==> src/rc_car_drive_and_light_controller_defines.svh <==
// Assertion macros for the controller files.
// Each macro assumes a clock named clk and a reset named rst in scope.
`ifndef RC_CAR_DRIVE_AND_LIGHT_CONTROLLER_DEFINES_SVH
`define RC_CAR_DRIVE_AND_LIGHT_CONTROLLER_DEFINES_SVH

`ifndef SYNTHESIS

// Checks that a condition holds at every clock edge outside reset.
`define RCC_ASSERT(lbl, prop, msg) \
  lbl: assert property (@(posedge clk) disable iff (rst) (prop)) else $error(msg);

// Checks that a trigger is followed in the next cycle by a consequence.
`define RCC_ASSERT_NEXT(lbl, trig, cons, msg) \
  lbl: assert property (@(posedge clk) disable iff (rst) (trig) |=> (cons)) else $error(msg);

`else

`define RCC_ASSERT(lbl, prop, msg)
`define RCC_ASSERT_NEXT(lbl, trig, cons, msg)

`endif

`endif

==> src/rcc_pkg.sv <==
package rcc_pkg;

  // Register index and write data widths of the configuration port.
  localparam int REG_IDX_W = 3;
  localparam int WR_DATA_W = 10;

  // Register indexes.
  localparam logic [REG_IDX_W-1:0] REG_STEER_MIN         = 3'd0;
  localparam logic [REG_IDX_W-1:0] REG_STEER_MAX         = 3'd1;
  localparam logic [REG_IDX_W-1:0] REG_MOTOR_MIN         = 3'd2;
  localparam logic [REG_IDX_W-1:0] REG_MOTOR_MAX         = 3'd3;
  localparam logic [REG_IDX_W-1:0] REG_STOP_BAND         = 3'd4;
  localparam logic [REG_IDX_W-1:0] REG_BLINK_HALF_PERIOD = 3'd5;
  localparam logic [REG_IDX_W-1:0] REG_CONTROL_PERIOD    = 3'd6;
  localparam logic [REG_IDX_W-1:0] REG_DIM_LEVEL         = 3'd7;

  // Register reset values.
  localparam logic [7:0] RST_STEER_MIN         = 8'd100;
  localparam logic [7:0] RST_STEER_MAX         = 8'd250;
  localparam logic [7:0] RST_MOTOR_MIN         = 8'd133;
  localparam logic [7:0] RST_MOTOR_MAX         = 8'd240;
  localparam logic [7:0] RST_STOP_BAND         = 8'd10;
  localparam logic [9:0] RST_BLINK_HALF_PERIOD = 10'd500;
  localparam logic [7:0] RST_CONTROL_PERIOD    = 8'd20;
  localparam logic [7:0] RST_DIM_LEVEL         = 8'd50;

  // Steering position after reset, the middle of the reset steering range.
  localparam logic [7:0] STEER_RESET = 8'd175;

  // Lamp and horn levels.
  localparam logic [7:0] FULL_ON = 8'd255;
  localparam logic [7:0] HORN_ON = 8'd128;
  localparam logic [7:0] LEVEL_OFF = 8'd0;

  // Reciprocal of the slew divisor 40, scaled by 2^13.
  localparam logic [15:0] SLEW_RECIP = 16'd205;

  typedef struct packed {
    logic [7:0] steer_min;
    logic [7:0] steer_max;
    logic [7:0] motor_min;
    logic [7:0] motor_max;
    logic [7:0] stop_band;
    logic [9:0] blink_half_period;
    logic [7:0] control_period;
    logic [7:0] dim_level;
  } cfg_t;

  typedef struct packed {
    logic signed [7:0] steer_axis;
    logic signed [7:0] throttle_axis;
    logic              headlight_button;
    logic              hazard_button;
    logic              horn_button;
  } in_item_t;

  // A tick that triggers a control update, with the flasher phase it sees.
  typedef struct packed {
    logic signed [7:0] steer_axis;
    logic signed [7:0] throttle_axis;
    logic              headlight_button;
    logic              hazard_button;
    logic              horn_button;
    logic              flash_phase;
  } mid_item_t;

  typedef struct packed {
    logic [7:0] steer_duty;
    logic       steer_changed;
    logic [7:0] left_motor_duty;
    logic [7:0] right_motor_duty;
    logic       speed_changed;
    logic [7:0] head_lamp;
    logic [7:0] tail_lamp;
    logic [7:0] horn_duty;
  } out_item_t;

endpackage

==> src/rc_car_drive_and_light_controller.sv <==
// Drive and light controller: accepts one tick item per cycle while full is low, gives one result per control update.
// Path: a result passes through the command queue, the stage 1 and stage 2 registers and the result queue.
// Throughput: one command per cycle through the three-stage back pipeline while the result queue has room.
// Reset: synchronous, clears the counters, queues and flasher, sets steering to 175
// and every configuration register to its default value.
`include "rc_car_drive_and_light_controller_defines.svh"

module rc_car_drive_and_light_controller #(
  parameter int QUEUE_DEPTH = 4
) (
  input  logic                            clk,
  input  logic                            rst,
  input  logic                            push,
  output logic                            full,
  input  rcc_pkg::in_item_t               item,
  output logic                            empty,
  input  logic                            pop,
  output rcc_pkg::out_item_t              result,
  input  logic                            wr_en,
  input  logic [rcc_pkg::REG_IDX_W-1:0]   wr_index,
  input  logic [rcc_pkg::WR_DATA_W-1:0]   wr_data
);

  import rcc_pkg::*;

  localparam int LVL_W = $clog2(QUEUE_DEPTH + 1);

  cfg_t       cfg;
  logic       take;
  logic       mid_push;
  mid_item_t  mid_in;
  mid_item_t  mid_out;
  logic       mid_pop;
  logic       mid_empty;
  logic       mid_full;
  logic [LVL_W-1:0] mid_level;
  logic       out_push;
  out_item_t  out_in;
  logic       out_full;
  logic [LVL_W-1:0] out_level;

  // Configuration registers.
  always_ff @(posedge clk) begin
    if (rst) begin
      cfg.steer_min         <= RST_STEER_MIN;
      cfg.steer_max         <= RST_STEER_MAX;
      cfg.motor_min         <= RST_MOTOR_MIN;
      cfg.motor_max         <= RST_MOTOR_MAX;
      cfg.stop_band         <= RST_STOP_BAND;
      cfg.blink_half_period <= RST_BLINK_HALF_PERIOD;
      cfg.control_period    <= RST_CONTROL_PERIOD;
      cfg.dim_level         <= RST_DIM_LEVEL;
    end else if (wr_en) begin
      case (wr_index)
        REG_STEER_MIN:         cfg.steer_min         <= wr_data[7:0];
        REG_STEER_MAX:         cfg.steer_max         <= wr_data[7:0];
        REG_MOTOR_MIN:         cfg.motor_min         <= wr_data[7:0];
        REG_MOTOR_MAX:         cfg.motor_max         <= wr_data[7:0];
        REG_STOP_BAND:         cfg.stop_band         <= wr_data[7:0];
        REG_BLINK_HALF_PERIOD: cfg.blink_half_period <= wr_data;
        REG_CONTROL_PERIOD:    cfg.control_period    <= wr_data[7:0];
        REG_DIM_LEVEL:         cfg.dim_level         <= wr_data[7:0];
        default: begin
        end
      endcase
    end
  end

  // Input side: an item is taken whenever the command queue has room.
  assign full = mid_full;
  assign take = push && !mid_full;

  rcc_front u_front (
    .clk      (clk),
    .rst      (rst),
    .cfg      (cfg),
    .take     (take),
    .item     (item),
    .mid_push (mid_push),
    .mid_item (mid_in)
  );

  rcc_fifo #(
    .WIDTH ($bits(mid_item_t)),
    .DEPTH (QUEUE_DEPTH)
  ) u_mid_fifo (
    .clk     (clk),
    .rst     (rst),
    .wr_en   (mid_push),
    .wr_data (mid_in),
    .rd_en   (mid_pop),
    .rd_data (mid_out),
    .empty   (mid_empty),
    .full    (mid_full),
    .level   (mid_level)
  );

  rcc_back #(
    .DEPTH (QUEUE_DEPTH)
  ) u_back (
    .clk       (clk),
    .rst       (rst),
    .cfg       (cfg),
    .mid_empty (mid_empty),
    .mid_item  (mid_out),
    .mid_pop   (mid_pop),
    .out_level (out_level),
    .out_push  (out_push),
    .out_item  (out_in)
  );

  rcc_fifo #(
    .WIDTH ($bits(out_item_t)),
    .DEPTH (QUEUE_DEPTH)
  ) u_out_fifo (
    .clk     (clk),
    .rst     (rst),
    .wr_en   (out_push),
    .wr_data (out_in),
    .rd_en   (pop),
    .rd_data (result),
    .empty   (empty),
    .full    (out_full),
    .level   (out_level)
  );

  // The back pipeline never pops an empty queue, no queue overflows and a full command queue stays full until popped.
  `RCC_ASSERT(a_mid_no_underflow, !(mid_pop && mid_empty), "command queue popped while empty")
  `RCC_ASSERT(a_mid_no_overflow, !(mid_push && mid_full), "command lost on a full queue")
  `RCC_ASSERT(a_out_no_overflow, !(out_push && out_full), "result lost on a full queue")
  `RCC_ASSERT_NEXT(a_level_bound, mid_level == LVL_W'(QUEUE_DEPTH) && !mid_pop, full, "full queue lost an entry")

endmodule

==> src/rcc_fifo.sv <==
module rcc_fifo #(
  parameter int WIDTH = 8,
  parameter int DEPTH = 4
) (
  input  logic                       clk,
  input  logic                       rst,
  input  logic                       wr_en,
  input  logic [WIDTH-1:0]           wr_data,
  input  logic                       rd_en,
  output logic [WIDTH-1:0]           rd_data,
  output logic                       empty,
  output logic                       full,
  output logic [$clog2(DEPTH+1)-1:0] level
);

  localparam int PTR_W = $clog2(DEPTH);
  localparam int LVL_W = $clog2(DEPTH + 1);

  logic [WIDTH-1:0] mem [DEPTH];
  logic [PTR_W-1:0] wr_ptr;
  logic [PTR_W-1:0] rd_ptr;
  logic             do_wr;
  logic             do_rd;

  assign do_wr   = wr_en && !full;
  assign do_rd   = rd_en && !empty;
  assign empty   = (level == '0);
  assign full    = (level == LVL_W'(DEPTH));
  assign rd_data = mem[rd_ptr];

  // Storage, written at the tail.
  always_ff @(posedge clk) begin
    if (do_wr) begin
      mem[wr_ptr] <= wr_data;
    end
  end

  // Pointers and fill level.
  always_ff @(posedge clk) begin
    if (rst) begin
      wr_ptr <= '0;
      rd_ptr <= '0;
      level  <= '0;
    end else begin
      if (do_wr) begin
        wr_ptr <= (wr_ptr == PTR_W'(DEPTH - 1)) ? '0 : wr_ptr + 1'b1;
      end
      if (do_rd) begin
        rd_ptr <= (rd_ptr == PTR_W'(DEPTH - 1)) ? '0 : rd_ptr + 1'b1;
      end
      if (do_wr && !do_rd) begin
        level <= level + 1'b1;
      end else if (do_rd && !do_wr) begin
        level <= level - 1'b1;
      end
    end
  end

endmodule

==> src/rcc_front.sv <==
module rcc_front (
  input  logic              clk,
  input  logic              rst,
  input  rcc_pkg::cfg_t     cfg,
  input  logic              take,
  input  rcc_pkg::in_item_t item,
  output logic              mid_push,
  output rcc_pkg::mid_item_t mid_item
);

  import rcc_pkg::*;

  logic [9:0] blink_ticks;
  logic [9:0] blink_ticks_next;
  logic       flash_phase;
  logic       flash_phase_next;
  logic [7:0] control_ticks;
  logic [7:0] control_ticks_next;
  logic       blink_fire;
  logic       control_fire;

  // Tick counters: the flasher is handled first so a control update sees the new phase.
  always_comb begin
    blink_fire         = (blink_ticks >= cfg.blink_half_period);
    flash_phase_next   = flash_phase ^ blink_fire;
    blink_ticks_next   = blink_fire ? '0 : blink_ticks + 1'b1;
    control_fire       = (control_ticks >= cfg.control_period);
    control_ticks_next = control_fire ? '0 : control_ticks + 1'b1;
  end

  always_ff @(posedge clk) begin
    if (rst) begin
      blink_ticks   <= '0;
      flash_phase   <= 1'b0;
      control_ticks <= '0;
    end else if (take) begin
      blink_ticks   <= blink_ticks_next;
      flash_phase   <= flash_phase_next;
      control_ticks <= control_ticks_next;
    end
  end

  // Only ticks that trigger a control update are passed on.
  assign mid_push = take && control_fire;

  always_comb begin
    mid_item.steer_axis       = item.steer_axis;
    mid_item.throttle_axis    = item.throttle_axis;
    mid_item.headlight_button = item.headlight_button;
    mid_item.hazard_button    = item.hazard_button;
    mid_item.horn_button      = item.horn_button;
    mid_item.flash_phase      = flash_phase_next;
  end

endmodule

==> src/rcc_back.sv <==
module rcc_back #(
  parameter int DEPTH = 4
) (
  input  logic                       clk,
  input  logic                       rst,
  input  rcc_pkg::cfg_t              cfg,
  input  logic                       mid_empty,
  input  rcc_pkg::mid_item_t         mid_item,
  output logic                       mid_pop,
  input  logic [$clog2(DEPTH+1)-1:0] out_level,
  output logic                       out_push,
  output rcc_pkg::out_item_t         out_item
);

  import rcc_pkg::*;

  localparam int LVL_W = $clog2(DEPTH + 1);

  // Truncating division by 255 of a signed product, then offset by the range bottom.
  function automatic logic [7:0] scale_div(input logic signed [17:0] p, input logic [7:0] lo);
    logic [17:0] mag;
    logic [15:0] sum;
    logic [7:0]  q;
    mag = p[17] ? 18'(-p) : p;
    sum = mag[15:0] + {8'd0, mag[15:8]} + 16'd1;
    q   = sum[15:8];
    return lo + (p[17] ? 8'(-q) : q);
  endfunction

  // Stage 1 registers: products of the axis offsets and range spans.
  logic               v1;
  logic signed [17:0] prod_s1;
  logic signed [17:0] prod_t1;
  mid_item_t          item1;

  // Stage 2 registers: mapped steering target and speed.
  logic               v2;
  logic [7:0]         target2;
  logic [7:0]         speed2;
  mid_item_t          item2;

  // State carried from one control update to the next.
  logic [7:0] steer_now;
  logic [7:0] steer_last;
  logic [7:0] speed_last;

  logic [LVL_W+1:0]   credit_sum;
  logic [7:0]         su;
  logic [7:0]         tu;
  logic signed [17:0] su_w;
  logic signed [17:0] tu_w;
  logic signed [17:0] span_s;
  logic signed [17:0] span_t;

  // Pop only when the result queue has room for everything in flight.
  always_comb begin
    credit_sum = (LVL_W + 2)'(out_level) + (LVL_W + 2)'(v1) + (LVL_W + 2)'(v2);
    mid_pop    = !mid_empty && (credit_sum < (LVL_W + 2)'(DEPTH));
  end

  // Stage 1: axis offset by 128 times span.
  always_comb begin
    su     = {~mid_item.steer_axis[7], mid_item.steer_axis[6:0]};
    tu     = {~mid_item.throttle_axis[7], mid_item.throttle_axis[6:0]};
    su_w   = 18'($signed({10'd0, su}));
    tu_w   = 18'($signed({10'd0, tu}));
    span_s = 18'($signed({10'd0, cfg.steer_max})) - 18'($signed({10'd0, cfg.steer_min}));
    span_t = 18'($signed({10'd0, cfg.motor_max})) - 18'($signed({10'd0, cfg.motor_min}));
  end

  always_ff @(posedge clk) begin
    if (rst) begin
      v1 <= 1'b0;
      v2 <= 1'b0;
    end else begin
      v1 <= mid_pop;
      v2 <= v1;
    end
  end

  always_ff @(posedge clk) begin
    if (mid_pop) begin
      prod_s1 <= su_w * span_s;
      prod_t1 <= tu_w * span_t;
      item1   <= mid_item;
    end
  end

  // Stage 2: divide and offset.
  always_ff @(posedge clk) begin
    if (v1) begin
      target2 <= scale_div(prod_s1, cfg.steer_min);
      speed2  <= scale_div(prod_t1, cfg.motor_min);
      item2   <= item1;
    end
  end

  // Stage 3: steering slew, mirrored motors and lamps.
  logic signed [8:0] diff;
  logic [8:0]        ndiff;
  logic [15:0]       pos_prod;
  logic [15:0]       neg_prod;
  logic [7:0]        step;
  logic [7:0]        cur1;
  logic signed [8:0] diff2;
  logic [7:0]        cur2;
  logic [8:0]        stop_sum;
  logic [7:0]        stop_pt;
  logic signed [8:0] speed_gap;
  logic [8:0]        dist_abs;
  logic              moving;

  always_comb begin
    // Floor of diff / 40 by reciprocal; a negative diff uses -1 - (-diff - 1) / 40.
    diff     = $signed({1'b0, target2}) - $signed({1'b0, steer_now});
    ndiff    = ~diff;
    pos_prod = {8'd0, diff[7:0]} * SLEW_RECIP;
    neg_prod = {8'd0, ndiff[7:0]} * SLEW_RECIP;
    step     = diff[8] ? ~{5'd0, neg_prod[15:13]} : {5'd0, pos_prod[15:13]};
    cur1     = steer_now + step;

    // A further step of at most one toward the target.
    diff2 = $signed({1'b0, target2}) - $signed({1'b0, cur1});
    if (diff2 > 9'sd1) begin
      cur2 = cur1 + 8'd1;
    end else if (diff2 < -9'sd1) begin
      cur2 = cur1 - 8'd1;
    end else begin
      cur2 = target2;
    end

    // Distance of the speed from the stop point.
    stop_sum  = {1'b0, cfg.motor_min} + {1'b0, cfg.motor_max};
    stop_pt   = stop_sum[8:1];
    speed_gap = $signed({1'b0, speed2}) - $signed({1'b0, stop_pt});
    dist_abs  = speed_gap[8] ? 9'(-speed_gap) : speed_gap;
    moving    = (dist_abs > {1'b0, cfg.stop_band});

    out_item.steer_duty       = cur2;
    out_item.steer_changed    = (cur2 != steer_last);
    out_item.left_motor_duty  = speed2;
    out_item.right_motor_duty = cfg.motor_max + cfg.motor_min - speed2;
    out_item.speed_changed    = (speed2 != speed_last);
    if (item2.hazard_button) begin
      out_item.head_lamp = item2.flash_phase ? cfg.dim_level : LEVEL_OFF;
      out_item.tail_lamp = item2.flash_phase ? FULL_ON : LEVEL_OFF;
    end else begin
      out_item.head_lamp = item2.headlight_button ? FULL_ON : LEVEL_OFF;
      if (moving) begin
        out_item.tail_lamp = item2.headlight_button ? cfg.dim_level : LEVEL_OFF;
      end else begin
        out_item.tail_lamp = FULL_ON;
      end
    end
    out_item.horn_duty = item2.horn_button ? HORN_ON : LEVEL_OFF;
  end

  assign out_push = v2;

  always_ff @(posedge clk) begin
    if (rst) begin
      steer_now  <= STEER_RESET;
      steer_last <= '0;
      speed_last <= '0;
    end else if (v2) begin
      steer_now  <= cur2;
      steer_last <= cur2;
      speed_last <= speed2;
    end
  end

endmodule
==> config.mk <==
export PLATFORM = sky130hd
export DESIGN_NAME = rc_car_drive_and_light_controller
export DESIGN_NICKNAME = d
export VERILOG_FILES = /design/src/rcc_pkg.sv /design/src/rc_car_drive_and_light_controller.sv /design/src/rcc_fifo.sv /design/src/rcc_front.sv /design/src/rcc_back.sv
export VERILOG_INCLUDE_DIRS = /design/src /design/src/src
export SDC_FILE = /design/constraint.sdc
export NUM_CORES = 1
export LEC_CHECK = 0
export ABC_AREA = 1
export BUFFER_PORTS_ARGS = -buffer_cell sky130_fd_sc_hd__buf_4
export CAP_MARGIN = 0
export CELL_PAD_IN_SITES_DETAIL_PLACEMENT = 0
export CELL_PAD_IN_SITES_GLOBAL_PLACEMENT = 1
export CORE_UTILIZATION = 30
export DETAILED_ROUTE_END_ITERATION = 8
export PLACE_DENSITY = 0.53
export SYNTH_ARGS = -nofsm -noshare
export SYNTH_HDL_FRONTEND = slang
export SYNTH_HIERARCHICAL = 1
export SYNTH_SLANG_ARGS = --single-unit
export TNS_END_PERCENT = 50
==> constraint.sdc <==
create_clock -name clk -period 8.09 [get_ports clk]
set_input_delay 1.618 -clock clk [delete_from_list [all_inputs] [get_ports clk]]
set_output_delay 1.618 -clock clk [all_outputs]
set_load 0.02 [all_outputs]
==> implementation parameters, run 1 <==
Parameter                              Value

Run status
  Outcome ... finished with violations
  Violations in the final reports ... negative setup slack

Setup path
  Data arrival at the endpoint of the critical path ... 8.44 ns
  Longest individual stage delay on the worst path ... 0.55 ns
  Classification of the worst setup path ... reg2reg
  R2R depth ... 50
  Worst-path maximum fanout ... 8
  Data required time of the critical path ... 8.44 ns
  Cell repeated most along the worst path ... sky130_fd_sc_hd__inv_2
  Worst setup EP type ... flop
  Critical Path Slowest Stage Cell ... sky130_fd_sc_hd__fa_2
  Launching element type of the critical path ... flop

Routing
  Total via count in the routed design ... 22,700
  Wire per inst ... 15.7 µm
  Iteration-0 DRC count of the detailed router ... 999
  Number of remaining DRC errors ... 0
  Antenna violation net count after detailed routing ... 0
  Via-to-Cell Ratio ... 4.45
  Wire length reported by the detailed router ... 80.0 mm
  DR pass1 iterations ... 5

Clock tree
  Htree depth ... 2
  Maximum buffer depth of the clock tree ... 3
  Number of buffers added by the clock tree synthesis step ... 55
  Buffer type at the clock tree root ... sky130_fd_sc_hd__clkbuf_16
  Clock transition at the registers of the reported paths ... 0.06 ns
  Clock insertion delay at the later pin of the skew report ... 0.65 ns
  Clock sink count ... 465
  Clock tree from TritonCTS ... done

GRT
  Wire length of the first global-routing pass ... 127 mm
  Number of global-route vias before repair ... 22,400
  Overall fraction of global-route tracks in use ... 15.0%
  Final global-route overflow total ... 0
  Initial antenna violation count ... 8
  Maximum number of pins on one net before global-route repair ... 101

Run
  Max-cap check violation count ... 0

Pwr
  Ratio of total power to cell area ... 215 mW/mm²
  Maximum vdd ir drop ... 0.242 mV
  Leakage dissipation ... 16.6 nW

Synthesis
  Synth Area per Inst ... 9.10 µm²
  Instance count of the mapped netlist ... 3,489
  Yosys warning total ... 6
  Area of the mapped netlist ... 0.0318 mm²

Place
  Number of port buffers ... 88
  Hpwl dp ... 59.6 mm
  DP Area ... 0.0345 mm²
  Global placer's final weighted congestion ... 0.776

Layout
  Final design instance area without fill ... 0.0367 mm²
  Share of post-route cells with drive strength above 1 ... 13.3%
  Area Growth Syn to Fin ... 15.4%
  NumNets Final ... 4,152

STA
  Final critical-path setup slack ... -0.00263 ns
  FMAX ... 0.124 GHz
  Max Clock Skew ... 0.0402 ns
  Least-Margin Pin Slew ... 1.05 ns
  Accumulated negative setup slack ... -0.00745 ns
  Final hold vios ... 0
  Final Cycle Share ... 100%
  Slew Viols, Final ... 0
  Rel. slew slack ... 30.2%
  Minimum clock period after layout ... 8.09 ns
  Final Setup Violations ... 3
  Unrepaired setup endpoints after global routing ... true

Floorplan
  Number of placement rows ... 118
  Die Wd ... 327 µm
  Total I/O pin count ... 89
  Die area ... 0.107 mm²
  Initial Utilization ... 30.5%
  Overall die height ... 327 µm
  Core area ... 0.104 mm²

Worst hold path
  Cell depth of the worst hold path ... 0
  Hold Path Class ... reg2reg
## metal layers
layer	routed length (µm)	track usage, %
met1	40100	21.2
met2	35800	24.1
met3	2820	2.51
met4	1190	2.80
met5	96	0
## placed cells by master, fill, tap and decap left out, types with 103 or more instances in the layout
cell type and count:
sky130_fd_sc_hd__nand2_1 527, sky130_fd_sc_hd__xor2_1 112, sky130_fd_sc_hd__o21ai_1 103, sky130_fd_sc_hd__nand3_1 149, sky130_fd_sc_hd__buf_4 216, sky130_fd_sc_hd__ha_1 294, sky130_fd_sc_hd__a21oi_1 119, sky130_fd_sc_hd__inv_1 557
sky130_fd_sc_hd__nor2_1 408, sky130_fd_sc_hd__edfxtp_1 338, sky130_fd_sc_hd__dfxtp_1 125, sky130_fd_sc_hd__o21ai_0 112, sky130_fd_sc_hd__fa_1 140
## worst max-delay path: cells and delay by family (launching register included)
family | cells | cell delay, ns
adders and majority gates | 10 | 3.61
xor gates and xnor gates | 1 | 0.20
and+or+nand+nor | 17 | 1.61
AOI/OAI and AO/OA | 9 | 1.10
DFF | 1 | 0.41
buffers and inverters | 13 | 0.90
## metrics by stage
step / setup slack [ns] / util [%] / cells / hold WS, ns / power [mW]
2_1_floorplan: 0.0117 / - / 3495 / 0.400 / 4.77
3_3_place_gp: -0.290 / 33.1 / 4979 / 0.403 / 5.53
3_5_place_dp: -0.382 / 33.1 / 4979 / 0.408 / 5.52
4_1_cts: -0.226 / 34.9 / 5085 / 0.427 / 8.02
5_1_grt: -0.546 / 35.2 / 5094 / 0.432 / 8.45
6_report: -0.00263 / 35.2 / 5095 / 0.428 / 7.88
## what timing repair did
action                                 CTS  global route
resized for setup                       24            55
pin swaps                               34            36
buffers inserted                         5             9
setup endpoints to repair               50            50
endpoints found under the hold margin    0             0
hold buffers                             0             0
## layout make-up
type / count / area, µm²
tap: 1380 / 1730
clock buffer: 72 / 1480
antenna: 1 / 2.50
inverter: 584 / 2210
sequential: 465 / 12700
clock inverter: 30 / 309
fill: 10900 / 67600
multi-input combinational: 2339 / 16500
timing repair buffer: 224 / 1720
## report_power, final
group          internal, mW  total [mW]  switching [mW]
registers              2.68        2.74          0.0553
logic                  1.05        2.71            1.66
clock network          1.40        2.43            1.04
## flip-flops by register name, summed over array words and instances, names as in the netlist, named ones only
| name | count |
|---|---|
| u_out_fifo/mem | 200 |
| u_mid_fifo/mem | 80 |
| cfg | 66 |
| u_back/prod_s1 | 17 |
| u_back/prod_t1 | 17 |
| u_front/blink_ticks | 10 |
| u_back/speed2 | 8 |
| u_back/speed_last | 8 |
| u_back/steer_now | 8 |
| u_back/target2 | 8 |
| u_front/control_ticks | 8 |
| u_back/steer_last | 6 |
| u_back/item1 | 4 |
| u_back/item2 | 4 |
| u_mid_fifo/level | 3 |
| u_out_fifo/level | 3 |
| u_mid_fifo/rd_ptr | 2 |
| u_mid_fifo/wr_ptr | 2 |
| u_out_fifo/rd_ptr | 2 |
| u_out_fifo/wr_ptr | 2 |
| u_back/out_push | 1 |
| u_back/v1 | 1 |
| u_front/flash_phase | 1 |
## final timing paths
path,from,end,slack (ns)
min,u_back/item1[2]$_DFFE_PP_,u_back/item2[2]$_DFFE_PP_,0.43
max,u_back/target2[0]$_DFFE_PP_,u_out_fifo/mem[2][41]$_DFFE_PP_,-0.003
min reg2reg,u_back/item1[2]$_DFFE_PP_,u_back/item2[2]$_DFFE_PP_,0.43
max reg2reg,u_back/target2[0]$_DFFE_PP_,u_out_fifo/mem[2][41]$_DFFE_PP_,-0.003
Power figures use the tool's default switching activity.
==> inputs of run 2 (changes only) <==
--- a/config.mk
+++ b/config.mk
@@ -13,7 +13,7 @@
 export CELL_PAD_IN_SITES_GLOBAL_PLACEMENT = 1
 export CORE_UTILIZATION = 30
 export DETAILED_ROUTE_END_ITERATION = 8
-export PLACE_DENSITY = 0.53
+export PLACE_DENSITY_LB_ADDON = 0.15
 export SYNTH_ARGS = -nofsm -noshare
 export SYNTH_HDL_FRONTEND = slang
 export SYNTH_HIERARCHICAL = 1
==> run 2 against run 1 <==
Critical path type unchanged. Critical path depth decreased by 1. Core utilization about the same. The run now ends clean. Power decreased by 0.19%. Final cell count increased by 0.12%. Largest power group unchanged.
==> implementation parameters, run 2 (synthesized netlist as in run 1, its figures left out) <==
Parameter                              Value

STA
  Final Setup Violations ... 0 (-3)
  Final worst hold slack ... 0.425 ns (-0.00296 ns)
  Final critical-path setup slack ... 0.0534 ns (+0.0560 ns)
  Minimum clock period after layout ... 8.04 ns (-0.0560 ns)
  Slew Viols, Final ... 0 (unchanged)
  Least-Margin Pin Slew ... 1.05 ns (+0.000262 ns)
  Unrepaired setup endpoints after global routing ... true
  Rel. slew slack ... 30.1% (about the same)
  Final hold vios ... 0 (unchanged)
  FMAX ... 0.124 GHz (+0.70%)
  Max Clock Skew ... 0.0501 ns (+0.00998 ns)
  Accumulated negative setup slack ... 0 ns (+0.00745 ns)
  Final Cycle Share ... 99.3% (-0.69 points)

Place
  Hpwl dp ... 60.2 mm (+1.0%)
  Cell Count Post-Placement ... 4,989 (+0.20%)
  Setup slack at placement ... -0.342 ns (+0.0399 ns)
  Global placer's final weighted congestion ... 0.800 (+3.1%)
  Number of port buffers ... 88 (unchanged)

Layout
  Largest registers ... u_out_fifo/mem (200), u_mid_fifo/mem (80), cfg (66)
  NumNets Final ... 4,158 (+0.14%)
  Final core utilization ... 35.2% (+0.041 points)
  Area of the multi-input gates ... 0.0165 mm² (+0.20%)
  Flip-flop count of the largest register after layout ... 200 (unchanged)
  Final std cells w/o fill ... 5,101 (+0.12%)
  Most frequent cells in the layout ... sky130_fd_sc_hd__inv_1, sky130_fd_sc_hd__nand2_1, sky130_fd_sc_hd__nor2_1, sky130_fd_sc_hd__edfxtp_1, sky130_fd_sc_hd__ha_1
  FF+latch area ... 0.0127 mm² (unchanged)
  Share of post-route cells with drive strength above 1 ... 13.8% (+0.54 points)
  Most common library cell in the layout ignoring fill and taps ... sky130_fd_sc_hd__inv_1
  Number of filler instances in the final layout ... 10,900 (-0.083%)
  Area Growth Syn to Fin ... 15.5%
  Antenna fix cells ... 0 (-1)
  Most flop-heavy register ... u_out_fifo/mem

Floorplan
  Initial Utilization ... 30.5% (unchanged)
  Overall die height ... 327 µm (unchanged)
  Die Wd ... 327 µm (unchanged)
  Core area ... 0.104 mm² (unchanged)
  Number of placement rows ... 118 (unchanged)
  Total I/O pin count ... 89 (unchanged)
  Die area ... 0.107 mm² (unchanged)

Routing
  Via-to-Cell Ratio ... 4.46 (+0.22%)
  Number of remaining DRC errors ... 0 (unchanged)
  Wire per inst ... 15.7 µm (+0.26%)
  DR pass1 iterations ... 5 (unchanged)
  Wire length reported by the detailed router ... 80.3 mm (+0.38%)
  Antenna violation net count after detailed routing ... 0 (unchanged)
  Iteration-0 DRC count of the detailed router ... 1,013 (+1.4%)
  Total via count in the routed design ... 22,800 (+0.34%)

GRT
  Initial antenna violation count ... 3 (-5)
  Wire length of the first global-routing pass ... 128 mm (+1.0%)
  Final global-route overflow total ... 0 (unchanged)
  Overall fraction of global-route tracks in use ... 15.1% (+0.091 points)
  Maximum number of pins on one net before global-route repair ... 101 (unchanged)
  Number of global-route vias before repair ... 23,000 (+2.6%)

Run status
  Outcome ... completed

Clock tree
  Hold-fix buffer count after cts ... 0 (unchanged)
  Maximum buffer depth of the clock tree ... 3 (unchanged)
  Clock tree from TritonCTS ... done
  Buffer type at the clock tree root ... sky130_fd_sc_hd__clkbuf_16
  Clock sink count ... 465 (unchanged)
  Clock transition at the registers of the reported paths ... 0.06 ns (about the same)
  Clock insertion delay at the later pin of the skew report ... 0.65 ns (about the same)
  Htree depth ... 2 (unchanged)
  Number of buffers added by the clock tree synthesis step ... 55 (unchanged)

Setup path
  Classification of the worst setup path ... reg2reg
  Cell family with the largest share of critical-path delay ... adder cells
  Data arrival at the endpoint of the critical path ... 8.40 ns (-0.04 ns)
  Cell repeated most along the worst path ... sky130_fd_sc_hd__nand2_2
  Data required time of the critical path ... 8.45 ns (about the same)
  Worst setup EP type ... flop
  Longest individual stage delay on the worst path ... 0.56 ns (about the same)
  Launching element type of the critical path ... flop
  Critical Path Slowest Stage Cell ... sky130_fd_sc_hd__fa_1
  Buf+Inv Stages, Crit Path ... 10 (-3)
  Worst-path maximum fanout ... 6 (-2)

Run
  Max-cap check violation count ... 0 (unchanged)

Pwr
  Ratio of total power to cell area ... 214 mW/mm² (-0.31%)
  Maximum vdd ir drop ... 0.235 mV (-3.1%)
  Leakage dissipation ... 16.7 nW (+0.19%)

Worst hold path
  Hold Path Class ... reg2reg
run 2: cell count changes in the layout (fill, tap and decap cells not counted), sizes merged:
cell,previous run,this run
buf,224,229
clkbuf,72,77
diode,1,0
inv,586,589
clkinvlp,1,2
nand2,579,580
clkinv,24,19
bufinv,3,0
run 2: path summary, 6_finish.rpt:
path / startpoint / endpoint / slack (ns) / cells past startpoint
setup / recovery: u_back/target2[0]$_DFFE_PP_ / u_out_fifo/mem[2][41]$_DFFE_PP_ / 0.05 / 49
hold / removal: u_back/item1[3]$_DFFE_PP_ / u_back/item2[3]$_DFFE_PP_ / 0.42 / 0
setup reg to reg: u_back/target2[0]$_DFFE_PP_ / u_out_fifo/mem[2][41]$_DFFE_PP_ / 0.05 / 49
hold reg to reg: u_back/item1[3]$_DFFE_PP_ / u_back/item2[3]$_DFFE_PP_ / 0.42 / 0
run 2: final cells by class:
| cell class | instances | area share [%] |
|---|---|---|
| Clock buffer | 77 | 4.25 |
| Clock inverter | 26 | 0.627 |
| Inverter | 584 | 6.03 |
| Multi-Input combinational cell | 2340 | 45.1 |
| Sequential cell | 465 | 34.6 |
| Tap cell | 1380 | 4.71 |
| Timing Repair Buffer | 229 | 4.72 |
run 2: power breakdown:
| group | leakage, nW | internal, mW | switching [mW] | total (mW) |
|---|---|---|---|---|
| clock network | 0.876 | 1.36 | 1.04 | 2.41 |
| logic | 11.7 | 1.05 | 1.69 | 2.73 |
| registers | 4.07 | 2.68 | 0.0416 | 2.73 |
| total | 16.7 | 5.09 | 2.77 | 7.87 |
run 2: timing repair:
item,in CTS,in global routing
gates resized for setup,38,49
endpoints found under the setup margin,50,50
cloned,0,1
setup buffers,7,3
pin swaps,45,35
run 2: layer usage:
layer | vias to the layer above | wire length (µm) | track usage [%]
met1 | 10700 | 40000 | 21.3
met5 | - | 40 | 0
li1 | 11700 | - | -
met2 | 281 | 36400 | 24.6
met3 | 68 | 2740 | 2.11
met4 | 6 | 1120 | 2.81
run 2: through the flow:
step,instance area [µm²],power (mW)
4_1_cts,36500,8.02
5_1_grt,36700,8.45
2_1_floorplan,31900,4.77
3_5_place_dp,34500,5.54
3_3_place_gp,34500,5.55
6_report,36700,7.87
==> inputs of run 3 (changes only) <==
==> constraint.sdc (replaced) <==
create_clock -name clk -period 10.4 [get_ports clk]
set_input_delay 2.08 -clock clk [delete_from_list [all_inputs] [get_ports clk]]
set_output_delay 2.08 -clock clk [all_outputs]
set_load 0.02 [all_outputs]
==> run 3 against run 2 <==
Sequential cell count did not move. Highest routed layer unchanged. Core utilization fell by 1.1 points. Global-route usage fell by 0.063 points. Sequential power fell by 22%. First-iteration DRC count fell by 0.39%.
==> implementation parameters, run 3 (synthesized netlist as in run 1, its figures left out) <==
Parameter                              Value

Pwr
  Power Internal ... 4.06 mW (-20%)
  Clock share of power ... 32.6% (+2.0 points)
  Ratio of total power to cell area ... 174 mW/mm² (-19%)
  Combinational group share of total power ... 33.1% (-1.7 points)
  Maximum vdd ir drop ... 0.144 mV (-39%)
  Switching share of power ... 34.5% (-0.79 points)
  Part of the power in registers ... 34.3% (-0.3 points)
  Switching power of the nets ... 2.14 mW (-23%)
  Leakage dissipation ... 16.1 nW (-3.3%)
  PnR Total Power ... 6.20 mW (-21%)

Setup path
  Longest individual stage delay on the worst path ... 0.53 ns (-0.03 ns)
  Buf+Inv Stages, Crit Path ... 12 (+2)
  Data arrival at the endpoint of the critical path ... 9.65 ns (+1.25 ns)
  Launching element type of the critical path ... flop
  Worst setup EP type ... flop
  Worst-path maximum fanout ... 8 (+2)
  Classification of the worst setup path ... reg2reg
  Slack of the worst reg-to-reg path ... 1.09 ns (+1.04 ns)
  Endpoint of the worst-slack reg-to-reg timing path ... u_out_fifo/mem[3][41]$_DFFE_PP_
  Cell repeated most along the worst path ... sky130_fd_sc_hd__inv_1
  R2R depth ... 52 (+6.1%)
  Critical Path Slowest Stage Cell ... sky130_fd_sc_hd__fa_1
  WP depth ... 52 (+6.1%)
  Startpoint of the lowest-slack register-to-register path ... u_back/target2[0]$_DFFE_PP_
  Data required time of the critical path ... 10.74 ns (+2.29 ns)
  Cell family with the largest share of critical-path delay ... adder cells

Floorplan
  Die Wd ... 327 µm (unchanged)
  Number of placement rows ... 118 (unchanged)
  Total I/O pin count ... 89 (unchanged)
  Overall die height ... 327 µm (unchanged)
  Die area ... 0.107 mm² (unchanged)
  Initial Utilization ... 30.5% (unchanged)
  Core area ... 0.104 mm² (unchanged)

Layout
  Share of post-route cells with drive strength above 1 ... 8.72% (-5.1 points)
  Most frequent cells in the layout ... sky130_fd_sc_hd__inv_1, sky130_fd_sc_hd__nand2_1, sky130_fd_sc_hd__nor2_1, sky130_fd_sc_hd__edfxtp_1, sky130_fd_sc_hd__ha_1
  Antenna fix cells ... 0 (unchanged)
  NumNets Final ... 4,038 (-2.9%)
  Final design instance area without fill ... 0.0356 mm² (-3.1%)
  Most common library cell in the layout ignoring fill and taps ... sky130_fd_sc_hd__inv_1
  Largest registers ... u_out_fifo/mem (200), u_mid_fifo/mem (80), cfg (66)
  Most flop-heavy register ... u_out_fifo/mem
  Area Growth Syn to Fin ... 11.9%
  Flip-flop count of the largest register after layout ... 200 (unchanged)
  Final std cells w/o fill ... 4,982 (-2.3%)
  Number of filler instances in the final layout ... 11,000 (+0.63%)
  Final core utilization ... 34.1% (-1.1 points)

STA
  Accumulated negative setup slack ... 0 ns (unchanged)
  Final critical-path setup slack ... 1.09 ns (+1.04 ns)
  Final hold vios ... 0 (unchanged)
  Minimum clock period after layout ... 9.31 ns (+1.27 ns)
  Least-Margin Pin Slew ... 1.18 ns (+0.128 ns)
  Rel. slew slack ... 21.3% (-8.8 points)
  FMAX ... 0.107 GHz (-14%)
  Max Clock Skew ... 0.0191 ns (-0.0310 ns)
  Slew Viols, Final ... 0 (unchanged)
  Final worst hold slack ... 0.434 ns (+0.00858 ns)
  Final Cycle Share ... 89.5% (-9.9 points)
  Final Setup Violations ... 0 (unchanged)
  Unrepaired setup endpoints after global routing ... false

GRT
  Maximum number of pins on one net before global-route repair ... 101 (unchanged)
  Number of global-route vias before repair ... 22,700 (-1.3%)
  Wire length of the first global-routing pass ... 127 mm (-0.41%)
  Initial antenna violation count ... 10 (+7)
  Overall fraction of global-route tracks in use ... 15.0% (-0.063 points)
  Final global-route overflow total ... 0 (unchanged)

Clock tree
  Number of buffers added by the clock tree synthesis step ... 55 (unchanged)
  Resized Gates After CTS ... 0 (-100%)
  Maximum buffer depth of the clock tree ... 3 (unchanged)
  Buffer count from post-CTS setup fixing ... 0 (-7)
  Buffer type at the clock tree root ... sky130_fd_sc_hd__clkbuf_16
  Htree depth ... 2 (unchanged)
  Clock transition at the registers of the reported paths ... 0.07 ns (about the same)
  Clock insertion delay at the later pin of the skew report ... 0.63 ns (-0.02 ns)
  Hold-fix buffer count after cts ... 0 (unchanged)
  Clock tree from TritonCTS ... done
  Clock sink count ... 465 (unchanged)

Routing
  Total via count in the routed design ... 22,400 (-1.8%)
  Via-to-Cell Ratio ... 4.49 (+0.50%)
  Number of remaining DRC errors ... 0 (unchanged)
  Antenna violation net count after detailed routing ... 0 (unchanged)
  Wire per inst ... 16.0 µm (+1.6%)
  Wire length reported by the detailed router ... 79.7 mm (-0.80%)
  DR pass1 iterations ... 5 (unchanged)
  Iteration-0 DRC count of the detailed router ... 1,009 (-0.39%)

Run status
  Outcome ... completed

Place
  Setup slack at placement ... 0.919 ns (+1.26 ns)
  DP Area ... 0.0336 mm² (-2.7%)
  Number of port buffers ... 88 (unchanged)
  Hpwl dp ... 59.0 mm (-2.0%)
  Cell Count Post-Placement ... 4,878 (-2.2%)
  Global placer's final weighted congestion ... 0.805 (+0.64%)

Worst hold path
  Hold worst-path end ... u_back/item2[3]$_DFFE_PP_
  Worst Hold Launch ... u_back/item1[3]$_DFFE_PP_
  Hold Path Class ... reg2reg
  Cell depth of the worst hold path ... 0 (unchanged)

Run
  Max-cap check violation count ... 0 (unchanged)
run 3: changes by cell type in the layout (fill, tap and decap cells not counted), moves of 11 or more:
cell,previous run,this run
sky130_fd_sc_hd__nand2_1,527,546
sky130_fd_sc_hd__inv_1,554,571
sky130_fd_sc_hd__buf_4,226,110
sky130_fd_sc_hd__nand2_2,41,24
sky130_fd_sc_hd__a21oi_1,117,128
sky130_fd_sc_hd__a21oi_2,11,0
sky130_fd_sc_hd__inv_2,25,10
run 3: area by class of cell:
| cell class | count | area (µm²) | area share, % |
|---|---|---|---|
| Clock buffer | 73 | 1600 | 4.50 |
| Sequential cell | 465 | 12700 | 35.7 |
| Tap cell | 1380 | 1730 | 4.86 |
| Clock inverter | 31 | 324 | 0.911 |
| Timing Repair Buffer | 110 | 826 | 2.32 |
| Inverter | 584 | 2210 | 6.21 |
| Multi-Input combinational cell | 2339 | 16200 | 45.5 |
run 3: power groups by stage:
stage / registers (mW) / clock network [mW] / logic, mW
6_report: 2.13 / 2.02 / 2.05
5_1_grt: 2.13 / 2.16 / 2.35
4_1_cts: 2.13 / 2.08 / 2.11
3_5_place_dp: 2.17 / 0 / 2.09
3_3_place_gp: 2.17 / 0 / 2.10
2_1_floorplan: 2.14 / 0 / 1.56
run 3: per-layer routing:
metal | vias to the layer above | GRT usage [%] | part of all wire [%]
li1 | 11500 | - | -
met1 | 10500 | 21.1 | 50
met2 | 255 | 24.1 | 44
met3 | 93 | 2.45 | 3.7
met4 | 18 | 3.30 | 1.8
met5 | - | 0 | 0.14
run 3: how the worst max path moves through the flow:
stage / start / endpoint / slack, ns
after floorplan: u_back/target2[0]$_DFFE_PP_ / u_out_fifo/mem[0][41]$_DFFE_PP_ / 1.98
after global placement: u_back/target2[0]$_DFFE_PP_ / u_out_fifo/mem[0][41]$_DFFE_PP_ / 1.05
after detailed placement: u_back/target2[0]$_DFFE_PP_ / u_out_fifo/mem[0][41]$_DFFE_PP_ / 0.92
after CTS: u_back/target2[0]$_DFFE_PP_ / u_out_fifo/mem[3][41]$_DFFE_PP_ / 0.88
after global routing: u_back/target2[0]$_DFFE_PP_ / u_out_fifo/mem[3][41]$_DFFE_PP_ / 0.13
final: u_back/target2[0]$_DFFE_PP_ / u_out_fifo/mem[3][41]$_DFFE_PP_ / 1.09
